`config.mk`:
```
export PLATFORM = sky130hd
export DESIGN_NAME = pidaw_div
export DESIGN_NICKNAME = d
export VERILOG_FILES = /design/src/pidaw_pkg.sv /design/src/pidaw_div.sv
export SDC_FILE = /design/constraint.sdc
export NUM_CORES = 1
export LEC_CHECK = 0
export BUFFER_PORTS_ARGS = -buffer_cell sky130_fd_sc_hd__buf_2
export CAP_MARGIN = 10
export CORE_MARGIN = 2
export CORE_UTILIZATION = 55
export CTS_CLUSTER_SIZE = 20
export DETAILED_ROUTE_END_ITERATION = 6
export PLACE_DENSITY = 0.79
export RECOVER_POWER = 25
export SYNTH_ARGS = -nofsm -noshare
export SYNTH_HDL_FRONTEND = slang
export SYNTH_SLANG_ARGS = --single-unit
```
`constraint.sdc`:
```
create_clock -name clk -period 4.1 [get_ports clk]
set_input_delay 0.615 -clock clk [delete_from_list [all_inputs] [get_ports clk]]
set_output_delay 0.615 -clock clk [all_outputs]
set_load 0.02 [all_outputs]
```
`src/pidaw_pkg.sv`:
```
// Shared types, constants and saturation helpers for the PID controller block.
`timescale 1ns / 1ps
package pidaw_pkg;

  localparam int VALUE_WIDTH = 32;
  localparam int FRAC_BITS   = 16;
  localparam int ACC_WIDTH   = VALUE_WIDTH + 16;
  localparam int MAG_WIDTH   = ACC_WIDTH - 1;
  localparam int DT_FRAC     = 24;
  localparam int CFG_IDX_W   = 3;

  localparam logic [ACC_WIDTH-1:0] ACC_LIM = {1'b0, {MAG_WIDTH{1'b1}}};
  localparam logic signed [ACC_WIDTH:0] ACC_LIM_X = {2'b00, {MAG_WIDTH{1'b1}}};
  localparam logic [VALUE_WIDTH-2:0] VAL_LIM = {(VALUE_WIDTH-1){1'b1}};

  // Register indexes
  localparam logic [CFG_IDX_W-1:0] CFG_PROP_GAIN   = 3'd0;
  localparam logic [CFG_IDX_W-1:0] CFG_INTEG_GAIN  = 3'd1;
  localparam logic [CFG_IDX_W-1:0] CFG_DERIV_GAIN  = 3'd2;
  localparam logic [CFG_IDX_W-1:0] CFG_INTEG_LIMIT = 3'd3;
  localparam logic [CFG_IDX_W-1:0] CFG_OUT_LIMIT   = 3'd4;
  localparam logic [CFG_IDX_W-1:0] CFG_FILT_COEF   = 3'd5;

  // Item modes
  localparam logic [1:0] MODE_UPDATE    = 2'd0;
  localparam logic [1:0] MODE_CLR_INTEG = 2'd1;
  localparam logic [1:0] MODE_RESET     = 2'd2;

  typedef struct packed {
    logic [1:0]                    mode;
    logic signed [VALUE_WIDTH-1:0] err;
    logic [31:0]                   step_time;
  } pid_in_t;

  typedef struct packed {
    logic signed [VALUE_WIDTH-1:0] drive;
    logic                          saturated;
    logic                          integ_frozen;
    logic                          held;
  } pid_out_t;

  // Symmetric saturation of a grown sum to the accumulator range
  function automatic logic signed [ACC_WIDTH-1:0] sat_acc(input logic signed [ACC_WIDTH:0] v);
    logic signed [ACC_WIDTH-1:0] r;
    if (v > ACC_LIM_X) begin
      r = ACC_LIM;
    end else if (v < -ACC_LIM_X) begin
      r = -ACC_LIM;
    end else begin
      r = v[ACC_WIDTH-1:0];
    end
    return r;
  endfunction

  function automatic logic [ACC_WIDTH-1:0] abs_acc(input logic signed [ACC_WIDTH-1:0] v);
    return v[ACC_WIDTH-1] ? ACC_WIDTH'(-v) : ACC_WIDTH'(v);
  endfunction

endpackage

```
`src/pidaw_div.sv`:
```
// Restoring divider, one quotient bit per cycle, for the derivative (diff << 24) / dt.
`timescale 1ns / 1ps
module pidaw_div (
  input  logic                            clk,
  input  logic                            rst,
  input  logic                            go,
  input  logic [31:0]                     num,
  input  logic [31:0]                     den,
  output logic [pidaw_pkg::MAG_WIDTH-1:0] q_mag,
  output logic                            done
);
  import pidaw_pkg::*;

  localparam int NUM_W = 32 + DT_FRAC;

  logic [NUM_W-1:0] work;
  logic [31:0]      rem;
  logic [5:0]       cnt;
  logic [32:0]      trial;
  logic             fits;

  always_comb begin
    trial = {rem, work[NUM_W-1]};
    fits  = trial >= {1'b0, den};
    q_mag = (|work[NUM_W-1:MAG_WIDTH]) ? ACC_LIM[MAG_WIDTH-1:0] : work[MAG_WIDTH-1:0];
  end

  always_ff @(posedge clk) begin
    done <= !rst && !go && (cnt == 6'd1);
    if (rst) begin
      cnt <= '0;
    end else if (go) begin
      work <= {num, {DT_FRAC{1'b0}}};
      rem  <= '0;
      cnt  <= 6'(NUM_W);
    end else if (cnt != '0) begin
      rem  <= fits ? 32'(trial - {1'b0, den}) : trial[31:0];
      work <= {work[NUM_W-2:0], fits};
      cnt  <= cnt - 6'd1;
    end
  end

endmodule

```
After elaboration in Yosys (flattened, before gate mapping)
Cells that the tools add are included.
{"block": "op_classes", "reduce_logical": 9, "muxes": 7, "bitwise_logic": 1, "eq_ne": 1, "addsub": 2, "magnitude_cmp": 1}
{"op": "56-bit 2-to-1 mux", "count": 2}
{"op": "32-bit 2-to-1 mux", "count": 2}
{"op": "47-bit 2-to-1 mux", "count": 1}
{"op": "33-bit by 32-bit greater-or-equal comparator with 1-bit output", "count": 1}
{"op": "32-bit subtractor", "count": 1}
{"op": "6-bit 2-to-1 mux", "count": 2}
{"op": "9-bit OR reduction", "count": 1}
{"op": "6-bit by 1-bit equality test with 1-bit output, second input constant", "count": 1}
{"op": "6-bit nonzero test", "count": 1}
{"op": "6-bit by 1-bit subtractor with 6-bit output, second input constant", "count": 1}
{"op": "1-bit logical AND", "count": 2}
{"op": "1-bit logical NOT", "count": 2}
{"op": "2-bit AND reduction", "count": 1}
{"op": "2-bit nonzero test", "count": 1}
{"op": "2-bit OR reduction", "count": 1}
{"op": "1-bit inverter", "count": 1}
{"block": "totals", "elab_cells": 27, "regBits": 95, "inputBits": 67, "output_inout_bits": 48}

Depth between registers and ports, before layout
{"block": "logic_depth", "depth_word": 3, "depth_mapped": 14, "depth_no_buf": 11}

Least setup slack after synthesis
Ideal clock, no wire load.
{"block": "synth_path", "kind": "input port to flip-flop", "from": "input port go", "to": "register rem[0], enable pin", "path_buffers": 2, "path_slack_ns": 0.684, "cell_stages": 4, "arrival_time_ns": 2.975, "t_required_ns": 3.659, "setup_ns": 0.441, "cell_sequence": "clkbuf_1 buf_1 o21bai_1 inv_1"}
{"block": "synth_between", "elab_chain_len": 2}
{"item": "from (decl)", "line_no": "pidaw_div.sv:6", "text": "input logic go,"}
{"item": "2-bit nonzero test (no source line)"}
{"item": "2-bit AND reduction (no source line)"}
{"item": "to (signal assigned)", "line_no": "pidaw_div.sv:37", "text": "rem <= fits ? 32'(trial - {1'b0, den}) : trial[31:0];"}
{"item": "to (decl)", "line_no": "pidaw_div.sv:17", "text": "logic [31:0] rem;"}
Every way passes these cells.
A chain may end at the register's enable or synchronous reset.

Worst setup path after layout
{"block": "layout_path", "from": "register work[55]", "to": "register rem[30], data pin"}
{"block": "layout_between", "elab_chain_len": 3, "elab_cells_between_ends": 4, "cone_classes": "add/sub (1); order compare (1); mux (2)"}
{"item": "from (decl)", "line_no": "pidaw_div.sv:16", "text": "logic [NUM_W-1:0] work;"}
{"item": "from (signal assigned)", "line_no": "pidaw_div.sv:33", "text": "work <= {num, {DT_FRAC{1'b0}}};"}
{"item": "from (signal assigned)", "line_no": "pidaw_div.sv:38", "text": "work <= {work[NUM_W-2:0], fits};"}
{"item": "32-bit subtractor or 33-bit by 32-bit greater-or-equal comparator with 1-bit output (tied branches)", "line_no": "pidaw_div.sv:37, pidaw_div.sv:24"}
{"item": "32-bit 2-to-1 mux *", "line_no": "pidaw_div.sv:37"}
{"item": "32-bit 2-to-1 mux *", "line_no": "pidaw_div.sv:36", "text": "end else if (cnt != '0) begin"}
Every way passes the cells marked *; elsewhere a longest branch is shown, timed or not. The select of a mux whose other input is x is not followed.

==> summary.txt <==
Cell taking the most area after synthesis: edfxtp_1
Initial DRC Count: 236
Antenna viol nets, final: 0
Final wirelength: 14.1 mm
Slew Viols, Final: 38
Met2 WL post-DR: 6.81 mm
Synth Net Count: 729
Post-CTS resize count: 0
Min-delay worst type: input port to register
Finished Cell Area: 7290 sq um
Die extent in x: 111 um
Path type of the worst setup path: register to register
Total global routing overflow: 0
Comb power frac: 34.1%
Dominant cell by count in the synthesized netlist: edfxtp_1
Setup slack after layout: 0.986 ns
Sequential power share: 39.2%
Num CTS Buffers: 9
Number of port buffers: 114
Buf+Inv Stages, Crit Path: 1
Tcrit/Tclk final: 76.0%
Async set-reset flop share out of synthesis: 0%
Vias/cell: 5.71
Switching share of total power: 32.4%
Mean Syn Cell Area: 10.1 sq um
Crit. End Element: register
Reg-to-reg slack, setup: 0.99 ns
Share of cells above drive strength 1: 30.1%
Cell Area, Synth: 6350 sq um
First-pass GRT wire length: 23.8 mm
Max cap viols: 1
Die area: 12400 sq um
Violated checks: max-capacitance violations, max-slew violations
Worst stage delay on the critical path: 0.52 ns
Dominant cells by area after synthesis: edfxtp_1 (42%), ha_1 (6.9%), mux2_2 (5.7%)
Most frequent cells after synthesis: edfxtp_1 (88), nor2_1 (62), or2_2 (47), inv_1 (42), a21oi_1 (38)
Drc violations: 0
# diodes: 0
Req. time, crit path: 4.29 ns
LEAKAGE: 3.05 nW
M1 WL: 6.06 mm
Drt first pass iters: 5
# hold bufs at CTS: 0
Power density over cell area: 460 nW/um^2
Fmax: 321 MHz
Power Internal: 2.27 mW
Number of global-route vias before repair: 5019
Top Ports: 115
HPWL after detailed placement: 10.2 mm
Setup_tns: 0 ns
Post-synthesis cell count: 626
CTS sink cnt: 95
Yosys Warn Count: 0
Uppermost layer routed: met4
Status: finished, violations left
Routed WL per cell: 16.2 um
Worst-case clock skew: 0.00613 ns
Crit Path Max Fanout: 4
Synth Register Bits: 95
Overall routing resource usage: 23.3%
Clock tree root driver cell: clkbuf_16
Post-route minimum period: 3.11 ns
Final setup vio count: 0
Rel. slew slack: -19.7%
Area growth, synth to finish: 14.9%
Slowest-stage cell, CP: or4_1
Placed Area: 6990 sq um
Post-CTS Setup Bufs: 0
Clock group share of total power: 26.7%
Place WS: 0.728 ns
Number of synthesized flops with an enable pin: 88
Initial Util: 56.1%
Worst slew pin tran: 1.80 ns
Hold_ws: 0.498 ns
Layout Nets: 830
Critical Path AT: 3.31 ns
Worst-path clk slew: 0.07 ns
CP cell instances: inv_1, ha_1, fa_1, nor2b_1, o31a_1, o211ai_1, o21ai_1, a31o_2, nor4_1, or4_1, a21oi_1
Startpoint types: register
Fin. Hold Viols: 0
DR vias: 4987
Clk Latency, worst-skew pair: 0.35 ns
Max IR drop VDD: 0.304 mV
Netlist cell types: 58
Maximum clock insertion buffer count: 2
H-tree Lvls: 3
Top cell type's share of synthesized area: 41.6%
Most used DFF post-synth: edfxtp_1
Met3 routed WL: 924 um
Die H: 111 um
Gpl congestion: 0.901
Largest net degree at the start of global routing: 59
Initial antenna violation count: 1
CP top delay family: compound AO/OA/AOI/OAI gates
Rows: 39
Core Area: 11300 sq um
RSZ-0062 raised after global routing: no
CTS tree: built
Sequential share of the synthesized area: 43.8%
Switch Pwr: 1.08 mW
==> layout by cell type (no fill, tap or decap), drive strengths merged, types with 7 or more instances in the layout <==
cell	Yosys	routed
xnor2	19	19
ha	35	35
or2	47	47
a21o	15	15
inv	42	42
dfxtp	7	7
nor2	62	62
clkbuf	15	13
mux2	32	32
a21oi	38	38
buf	15	117
xor2	9	9
nor2b	28	28
nand2	29	29
mux2i	25	25
nor3	13	13
and3	8	8
edfxtp	88	88
o21ai	16	16
==> state kept, by name, indices dropped and copies added (netlist names) <==
register,count
cnt,6
done,1
rem,32
work,56
==> per-layer routing <==
metal  GRT usage [%]  up-vias
met2            39.2      183
li1                -     2448
met3            5.17       32
met4            9.79        0
met1            29.3     2324
met5               0        -
==> path summary, 6_finish.rpt <==
| kind | start | endpoint | cells after the start |
|---|---|---|---|
| worst max-delay path | work[55] | rem[30] | 11 |
| worst min-delay path | rst | cnt[0] | 2 |
| worst max register to register | work[55] | rem[30] | 11 |
| worst min register to register | cnt[1] | cnt[1] | 2 |
==> metrics by stage <==
stage                     util [%]  std cells  power (mW)
after global placement        61.7        859        2.41
after detailed placement      61.7        859        2.45
after floorplan                  -        626        2.22
final                         64.4        874        3.35
after CTS                     64.5        874        3.36
after global routing          64.4        874        3.54
==> power groups by stage <==
stage	clock, mW	combinational (mW)	sequential (mW)
6_report	0.895	1.14	1.31
5_1_grt	0.941	1.27	1.33
2_1_floorplan	0	0.909	1.31
3_5_place_dp	0	1.12	1.33
4_1_cts	0.909	1.13	1.31
3_3_place_gp	0	1.08	1.33
==> layout make-up <==
| class | instances | area, sq um |
|---|---|---|
| Sequential cell | 95 | 2780 |
| Multi-Input combinational cell | 459 | 3250 |
| Clock inverter | 5 | 81.3 |
| Tap cell | 143 | 179 |
| Fill cell | 898 | 4030 |
| Timing Repair Buffer | 120 | 609 |
| Clock buffer | 10 | 229 |
| Inverter | 42 | 159 |
==> worst register-to-register path, delay by kind of cell, from the launching register on <==
family / cells / cell delay (ns)
buffers and inverters: 1 / 0.07
flip-flops: 1 / 0.37
adder cells (fa/ha/maj): 2 / 0.63
AND/OR/NAND/NOR: 3 / 0.77
AO/OA/AOI/OAI: 5 / 1.13
==> cell families (layout without fill, tap and decap cells) <==
kind of cell / Yosys count / count (layout) / share of synthesized area, %
compound gates: 117 / 117 / 12.3
xor+xnor: 28 / 28 / 3.86
fa+ha+maj: 36 / 36 / 7.22
buf+inv: 72 / 177 / 4.89
flops: 95 / 95 / 43.8
mux: 57 / 57 / 9.62
simple gates: 221 / 221 / 18.2
Power figures use the tool's default switching activity.
