### config.mk
export PLATFORM = sky130hd
export DESIGN_NAME = pidaw_mul
export DESIGN_NICKNAME = d
export VERILOG_FILES = /design/src/pidaw_pkg.sv /design/src/pidaw_mul.sv
export SDC_FILE = /design/constraint.sdc
export NUM_CORES = 2
export LEC_CHECK = 0
export BUFFER_PORTS_ARGS = -buffer_cell sky130_fd_sc_hd__buf_4
export CAP_MARGIN = 10
export CORE_MARGIN = 2
export CORE_UTILIZATION = 60
export CTS_BUF_LIST = sky130_fd_sc_hd__clkbuf_16
export CTS_CLUSTER_DIAMETER = 30
export CTS_CLUSTER_SIZE = 12
export DETAILED_ROUTE_END_ITERATION = 8
export PLACE_DENSITY = 0.76
export RECOVER_POWER = 100
export SLEW_MARGIN = 25
export SYNTH_ARGS = -nofsm -noshare
export SYNTH_HDL_FRONTEND = slang
export SYNTH_SLANG_ARGS = --single-unit
export TNS_END_PERCENT = 50
### constraint.sdc
create_clock -name clk -period 14.6 [get_ports clk]
set_input_delay 1.46 -clock clk [delete_from_list [all_inputs] [get_ports clk]]
set_output_delay 1.46 -clock clk [all_outputs]
set_load 0.02 [all_outputs]
### src/pidaw_pkg.sv
// Shared types, constants and saturation helpers for the PID controller block.
`timescale 1ns / 1ps
package pidaw_pkg;

  localparam int VALUE_WIDTH = 32;
  localparam int FRAC_BITS   = 16;
  localparam int ACC_WIDTH   = VALUE_WIDTH + 16;
  localparam int MAG_WIDTH   = ACC_WIDTH - 1;
  localparam int DT_FRAC     = 24;
  localparam int CFG_IDX_W   = 3;

  localparam logic [ACC_WIDTH-1:0] ACC_LIM = {1'b0, {MAG_WIDTH{1'b1}}};
  localparam logic signed [ACC_WIDTH:0] ACC_LIM_X = {2'b00, {MAG_WIDTH{1'b1}}};
  localparam logic [VALUE_WIDTH-2:0] VAL_LIM = {(VALUE_WIDTH-1){1'b1}};

  // Register indexes
  localparam logic [CFG_IDX_W-1:0] CFG_PROP_GAIN   = 3'd0;
  localparam logic [CFG_IDX_W-1:0] CFG_INTEG_GAIN  = 3'd1;
  localparam logic [CFG_IDX_W-1:0] CFG_DERIV_GAIN  = 3'd2;
  localparam logic [CFG_IDX_W-1:0] CFG_INTEG_LIMIT = 3'd3;
  localparam logic [CFG_IDX_W-1:0] CFG_OUT_LIMIT   = 3'd4;
  localparam logic [CFG_IDX_W-1:0] CFG_FILT_COEF   = 3'd5;

  // Item modes
  localparam logic [1:0] MODE_UPDATE    = 2'd0;
  localparam logic [1:0] MODE_CLR_INTEG = 2'd1;
  localparam logic [1:0] MODE_RESET     = 2'd2;

  typedef struct packed {
    logic [1:0]                    mode;
    logic signed [VALUE_WIDTH-1:0] err;
    logic [31:0]                   step_time;
  } pid_in_t;

  typedef struct packed {
    logic signed [VALUE_WIDTH-1:0] drive;
    logic                          saturated;
    logic                          integ_frozen;
    logic                          held;
  } pid_out_t;

  // Symmetric saturation of a grown sum to the accumulator range
  function automatic logic signed [ACC_WIDTH-1:0] sat_acc(input logic signed [ACC_WIDTH:0] v);
    logic signed [ACC_WIDTH-1:0] r;
    if (v > ACC_LIM_X) begin
      r = ACC_LIM;
    end else if (v < -ACC_LIM_X) begin
      r = -ACC_LIM;
    end else begin
      r = v[ACC_WIDTH-1:0];
    end
    return r;
  endfunction

  function automatic logic [ACC_WIDTH-1:0] abs_acc(input logic signed [ACC_WIDTH-1:0] v);
    return v[ACC_WIDTH-1] ? ACC_WIDTH'(-v) : ACC_WIDTH'(v);
  endfunction

endpackage

### src/pidaw_mul.sv
// Shared multiply unit: 32 x 48 magnitude product in two 32 x 32 passes, rounded and saturated.
`timescale 1ns / 1ps
module pidaw_mul (
  input  logic                            clk,
  input  logic                            rst,
  input  logic                            go,
  input  logic [31:0]                     a,
  input  logic [pidaw_pkg::ACC_WIDTH-1:0] b,
  input  logic                            neg,
  input  logic                            sh_dt,
  output logic signed [pidaw_pkg::ACC_WIDTH-1:0] res,
  output logic                            done
);
  import pidaw_pkg::*;

  localparam int PROD_W = 32 + ACC_WIDTH;
  localparam int SHF_W  = PROD_W - FRAC_BITS;
  localparam logic [PROD_W-1:0] RND_DT   = PROD_W'(1) << (DT_FRAC - 1);
  localparam logic [PROD_W-1:0] RND_FRAC = PROD_W'(1) << (FRAC_BITS - 1);

  localparam logic [2:0] PH_IDLE = 3'd0;
  localparam logic [2:0] PH_LO   = 3'd1;
  localparam logic [2:0] PH_HI   = 3'd2;
  localparam logic [2:0] PH_RND  = 3'd3;
  localparam logic [2:0] PH_SAT  = 3'd4;

  logic [2:0]        phase;
  logic [PROD_W-1:0] prod;
  logic [SHF_W-1:0]  shifted;
  logic [31:0]       b_part;
  logic [63:0]       pp;
  logic [PROD_W-1:0] rnd;
  logic [MAG_WIDTH-1:0] mag;

  always_comb begin
    b_part = (phase == PH_LO) ? b[31:0] : 32'(b[ACC_WIDTH-1:32]);
    pp     = 64'(a) * 64'(b_part);
    rnd    = prod + (sh_dt ? RND_DT : RND_FRAC);
    mag    = (|shifted[SHF_W-1:MAG_WIDTH]) ? ACC_LIM[MAG_WIDTH-1:0] : shifted[MAG_WIDTH-1:0];
  end

  always_ff @(posedge clk) begin
    done <= !rst && (phase == PH_SAT);
    if (rst) begin
      phase <= PH_IDLE;
    end else begin
      case (phase)
        PH_IDLE: begin
          if (go) phase <= PH_LO;
        end
        PH_LO: begin
          prod  <= PROD_W'(pp);
          phase <= PH_HI;
        end
        PH_HI: begin
          prod  <= prod + (PROD_W'(pp) << 32);
          phase <= PH_RND;
        end
        PH_RND: begin
          shifted <= sh_dt ? SHF_W'(rnd >> DT_FRAC) : SHF_W'(rnd >> FRAC_BITS);
          phase   <= PH_SAT;
        end
        PH_SAT: begin
          res   <= neg ? -$signed({1'b0, mag}) : $signed({1'b0, mag});
          phase <= PH_IDLE;
        end
        default: phase <= PH_IDLE;
      endcase
    end
  end

endmodule

# Yosys cells after proc, flatten, opt, wreduce, memory -nomap -nowiden
# Index checks and enable logic that the tools add are counted.
dict set report totals {
  ff_bits 196
  latch_bits 0
  ram_bits 0
  mem_bits_ro 0
  inputBits 85
  out_inout_bits 49
  mem_count 0
}
dict set report classes {
  add_sub_neg 3
  multipliers 1
  n_div 0
  n_lt_le_gt_ge 0
  eq_ne 5
  shifts 0
  muxes 8
  bitwise 1
  n_reduce_logical 8
}
# cell n
set ops {}
lappend ops {{one-hot mux 80 bit (2 select lines)} 1}
lappend ops {{two-way mux 47 bit} 2}
lappend ops {{adder 80 x 24 -> 80 bit} 1}
lappend ops {{adder 80 bit} 1}
lappend ops {{multiplier 32 x 32 -> 64 bit} 1}
lappend ops {{two-way mux 56 bit} 1}
lappend ops {{negation 47 -> 48 bit} 1}
lappend ops {{two-way mux 32 bit} 1}
lappend ops {{two-way mux 24 bit} 1}
lappend ops {{OR reduction 17 bit} 1}
lappend ops {{one-hot mux 3 bit (4 select lines)} 1}
lappend ops {{equality test 3 x 2 -> 1 bit, second input constant} 2}
lappend ops {{AND reduction 2 bit} 3}
lappend ops {{equality test 3 x 1 -> 1 bit, second input constant} 1}
lappend ops {{equality test 3 bit, second input constant} 1}
lappend ops {{zero test 3 bit} 1}
lappend ops {{two-way mux 3 bit} 1}
lappend ops {{!= test 2 bit, second input constant} 1}
lappend ops {{nonzero test 2 bit} 1}
lappend ops {{logical AND 1 bit} 1}
lappend ops {{zero test 1 bit} 1}
lappend ops {{inverter 1 bit} 1}

# Depth between registers and ports, before layout
dict set report depth {
  word_depth 5
  depth_mapped 42
  ltp_nobuf 37
}

# Worst setup path before layout
# OpenSTA, ideal clock, no wires.
dict set report synth_path {
  kind {input to register}
  startpoint {input port b[2] (netlist name)}
  endpoint {register prod[77], data pin}
  t_arrival_ns 10.414
  required_time_ns 14.334
  slack_ns 3.920
  cell_stages 36
  path_buffers 2
  path_cell_list {mux2_2 -> clkbuf_1 -> and2_1 -> fa_1 -> inv_1 -> fa_1 -> fa_1 -> fa_1 -> inv_1 -> fa_1 -> inv_1 -> fa_1 -> inv_1 -> fa_1 -> fa_1 -> ha_1 -> and3_1 -> clkbuf_1 -> nand3_1 -> a21oi_1 -> a2111oi_1 -> nand2_1 -> and3_1 -> a21boi_0 -> xnor2_1 -> ha_1 -> a21o_1 -> a21o_1 -> a21o_1 -> a21o_1 -> a211o_1 -> nand3b_1 -> a221o_1 -> a21oi_1 -> xor2_1 -> nor2_1}
}
dict set report synth_via {
  elab_chain_len 4
}
# item line
set synth_lines {}
lappend synth_lines {{start: declaration} pidaw_mul.sv:8} ;# input logic [pidaw_pkg::ACC_WIDTH-1:0] b,
lappend synth_lines {{two-way mux 32 bit} pidaw_mul.sv:36} ;# b_part = (phase == PH_LO) ? b[31:0] : 32'(b[ACC_WIDTH-1:32]);
lappend synth_lines {{multiplier 32 x 32 -> 64 bit} pidaw_mul.sv:37} ;# pp = 64'(a) * 64'(b_part);
lappend synth_lines {{adder 80 bit} pidaw_mul.sv:56} ;# prod <= prod + (PROD_W'(pp) << 32);
lappend synth_lines {{one-hot mux 80 bit (2 select lines)} pidaw_mul.sv:47} ;# case (phase)
lappend synth_lines {{end signal: assignment} pidaw_mul.sv:52} ;# prod <= PROD_W'(pp);
lappend synth_lines {{end signal: assignment} pidaw_mul.sv:56}
lappend synth_lines {{end: declaration} pidaw_mul.sv:28} ;# logic [PROD_W-1:0] prod;
# Every way passes these cells.
# A chain may end at the register's enable or synchronous reset.

# Worst setup path in the final report
dict set report layout_path {
  startpoint {register phase[0]}
  endpoint {register prod[77], data pin}
}
dict set report layout_via {
  elab_chain_len 5
  elab_cells_between_ends 6
  cone_classes {1 x add/sub; 1 x mul; 2 x eq/ne; 2 x mux}
}
# item line
set layout_lines {}
lappend layout_lines {{start: declaration} pidaw_mul.sv:27} ;# logic [2:0] phase;
lappend layout_lines {{start signal: assignment} pidaw_mul.sv:45} ;# phase <= PH_IDLE;
lappend layout_lines {{start signal: assignment} pidaw_mul.sv:49} ;# if (go) phase <= PH_LO;
lappend layout_lines {{start signal: assignment} pidaw_mul.sv:53} ;# phase <= PH_HI;
lappend layout_lines {{equality test 3 x 1 -> 1 bit} {pidaw_mul.sv:36, pidaw_mul.sv:47}}
lappend layout_lines {{two-way mux 32 bit} pidaw_mul.sv:36}
lappend layout_lines {{multiplier 32 x 32 -> 64 bit} pidaw_mul.sv:37}
lappend layout_lines {{adder 80 bit} pidaw_mul.sv:56}
lappend layout_lines {{one-hot mux 80 bit (2 select lines) *} pidaw_mul.sv:47}
# Mark *: on every way between the ends. The rest lies on a longest branch, timed or not.

==> key figures <==
Status
  • Status: complete, but fails checks
  • Failing checks: capacitance limit, slew limit

Clock tree
  • H-tree levels: 4
  • Inserted Clock Buffers: 17
  • Max Root-Sink Buffers: 2
  • Setup bufs post-CTS: 0
  • Clk Latency, worst-skew pair: 0.46 ns
  • # clock sinks: 181
  • Post-CTS sizing: 0
  • Post-CTS Hold Buffers: 0
  • TritonCTS clock tree: built
  • Root Buffer: clkbuf_16
  • Worst-path clk slew: 0.07 ns

Place
  • HPWL Detailed: 95.1 mm
  • GPL Wtd Cong: 0.961
  • IO buf count: 133

Setup path
  • Worst Setup End Kind: flop
  • CP Launch Type: flop
  • Crit Path Max Fanout: 32
  • Crit path DAT: 12.53 ns
  • Most frequent CP cell: fa_1
  • Slowest stage cell, crit path: mux2_1
  • Worst Path Buf+Inv: 5
  • Worst endpoint required time: 14.78 ns
  • CP Class: flop to flop
  • Crit-path leading delay family: adder cells
  • CP max stage delay: 0.90 ns

Timing
  • Setup_tns: 0 ns
  • RSZ-0062 raised after global routing: no
  • Slew headroom: -132%
  • Clock Skews: 0.0125 ns
  • FMAX: 81.0 MHz
  • # setup viols final: 0
  • Final Cycle Share: 84.6%
  • Worst Tran Pin Value: 3.48 ns
  • Post-route minimum period: 12.35 ns
  • Slew Viols, Final: 246
  • Count of final hold-check violations: 0

Die
  • Die X: 278 µm
  • Core area: 74400 µm²
  • DIE AREA: 77400 µm²
  • Std-Cell Rows: 100
  • Initial core utilization: 60.6%
  • I/O Pins: 134
  • Die Y: 278 µm

Yosys
  • Sequential-to-total area share from yosys stat: 12.0%
  • Mean Syn Cell Area: 9.21 µm²
  • FF+latch count, synth: 181
  • Yosys top cell area share: 39.8%
  • Ys flop type: edfxtp_1
  • YS warnings: 0
  • Post-synth cell types: 87
  • Number of enable flip-flop cells after synthesis: 177
  • FFs w/ async S/R, synth: 0%
  • Syn Nets: 6193
  • Post-Synthesis Cells: 4898
  • Synth area leaders: fa_1 40%, edfxtp_1 12%, ha_1 8.7%
  • Synth area leader: fa_1
  • Cell Area, Synth: 45100 µm²

Hold path
  • Hold WC Path Type: flop to flop

Cells and area
  • Commonest cells after routing, fill and taps aside: 897 x fa_1, 879 x inv_1, 685 x nand2_1
  • Share of cells above drive strength 1: 3.53%
  • Commonest non-fill, non-tap cell in the layout: fa_1
  • Syn-to-layout area delta: 3.76%
  • Nets: 6074

Flow run
  • Max Cap Viol: 5

GRT
  • Initial antenna violation count: 1
  • GRT Util Overall: 32.4%
  • Largest net degree at the start of global routing: 135
  • First-pass GRT wire length: 196 mm
  • Global route total overflow: 0
  • Vias in the first global route: 35809

Route
  • DR iter-0 viols: 2957
  • DRC viols: 0
  • Via Count: 34342
  • Final wirelength: 122 mm
  • Post-DR vias/cell: 5.96
  • Drt wl/cell: 21.2 µm
  • Pre-antenna DRT Iters: 5
  • DRT antenna net count: 0
-- per-stage QoR --
stage | hold slack, ns | area (µm²) | setup slack (ns) | util [%] | cells
final | 0.557 | 46800 | 2.25 | 62.9 | 5765
after global routing | 0.602 | 46800 | 1.56 | 62.9 | 5761
after CTS | 0.573 | 47100 | 3.05 | 63.3 | 5759
after detailed placement | 0.564 | 46400 | 2.74 | 62.4 | 5727
after global placement | 0.547 | 46400 | 2.80 | 62.4 | 5727
after floorplan | 0.473 | 45100 | 3.92 | - | 4898
-- synthesized netlist by cell type (12+ instances only) --
library cell  instances
nor2_1              143
a21oi_1             144
nor4_1               15
edfxtp_1            177
ha_1                313
nand2_1             685
mux2i_1              43
and3_1              232
o21bai_1             15
and2_1              339
fa_1                897
nand2b_1             15
nand3_1              48
xor2_1               92
clkbuf_1            279
xnor2_1              80
a21o_1               75
nor3_1               33
inv_1               877
nand4_1              36
o21a_1               20
o311ai_0             19
buf_1                12
o21ai_0              95
nor2b_1              14
a211oi_1             18
a31oi_1              15
mux2_2               19
-- layer usage --
layer	part of all wire, %	global-route usage [%]
met1	40	44.5
met2	47	52.3
met5	0	0
met3	8.8	5.15
met4	4.3	12.2
-- cell type report --
type | instances | area (µm²)
diodes | 4 | 10.0
clock buffers | 17 | 425
clock inverters | 15 | 249
fillers | 6237 | 27600
inverters | 879 | 3300
multi-input cells | 3544 | 35200
flip-flops and latches | 181 | 5400
well taps | 969 | 1210
repair buffers | 156 | 973
-- logic make-up after synthesis --
logic type	synth area share, %
flops	12.0
fa+ha+maj	48.5
buf+inv	9.77
xor+xnor	3.43
compound gates	6.94
simple gates	18.0
mux	1.43
-- worst paths after layout --
path	cells past startpoint	to	from	slack, ns
worst max-delay path	37	prod[77]$_SDFFCE_PN0P_	phase[0]$_SDFFE_PP0P_	2.25
worst min-delay path	1	phase[0]$_SDFFE_PP0P_	phase[0]$_SDFFE_PP0P_	0.56
worst max register to register	37	prod[77]$_SDFFCE_PN0P_	phase[0]$_SDFFE_PP0P_	2.25
worst min register to register	1	phase[0]$_SDFFE_PP0P_	phase[0]$_SDFFE_PP0P_	0.56
-- sequential cells by signal, indices dropped and copies added, names as in the netlist --
name,cells
done,1
phase,3
prod,65
res,48
shifted,64
-- worst register-to-register path, delay by kind of cell, from the launching register on --
family | cells | cell delay (ns)
buffers and inverters | 5 | 1.06
AOI/OAI and AO/OA | 12 | 2.93
adders and majority gates | 10 | 4.27
muxes | 1 | 0.91
xor gates and xnor gates | 2 | 0.72
and+or+nand+nor | 7 | 1.78
DFF | 1 | 0.43
Power is not shown: default switching activity piles up to over one toggle a cycle in this logic, so the estimate is an artifact.
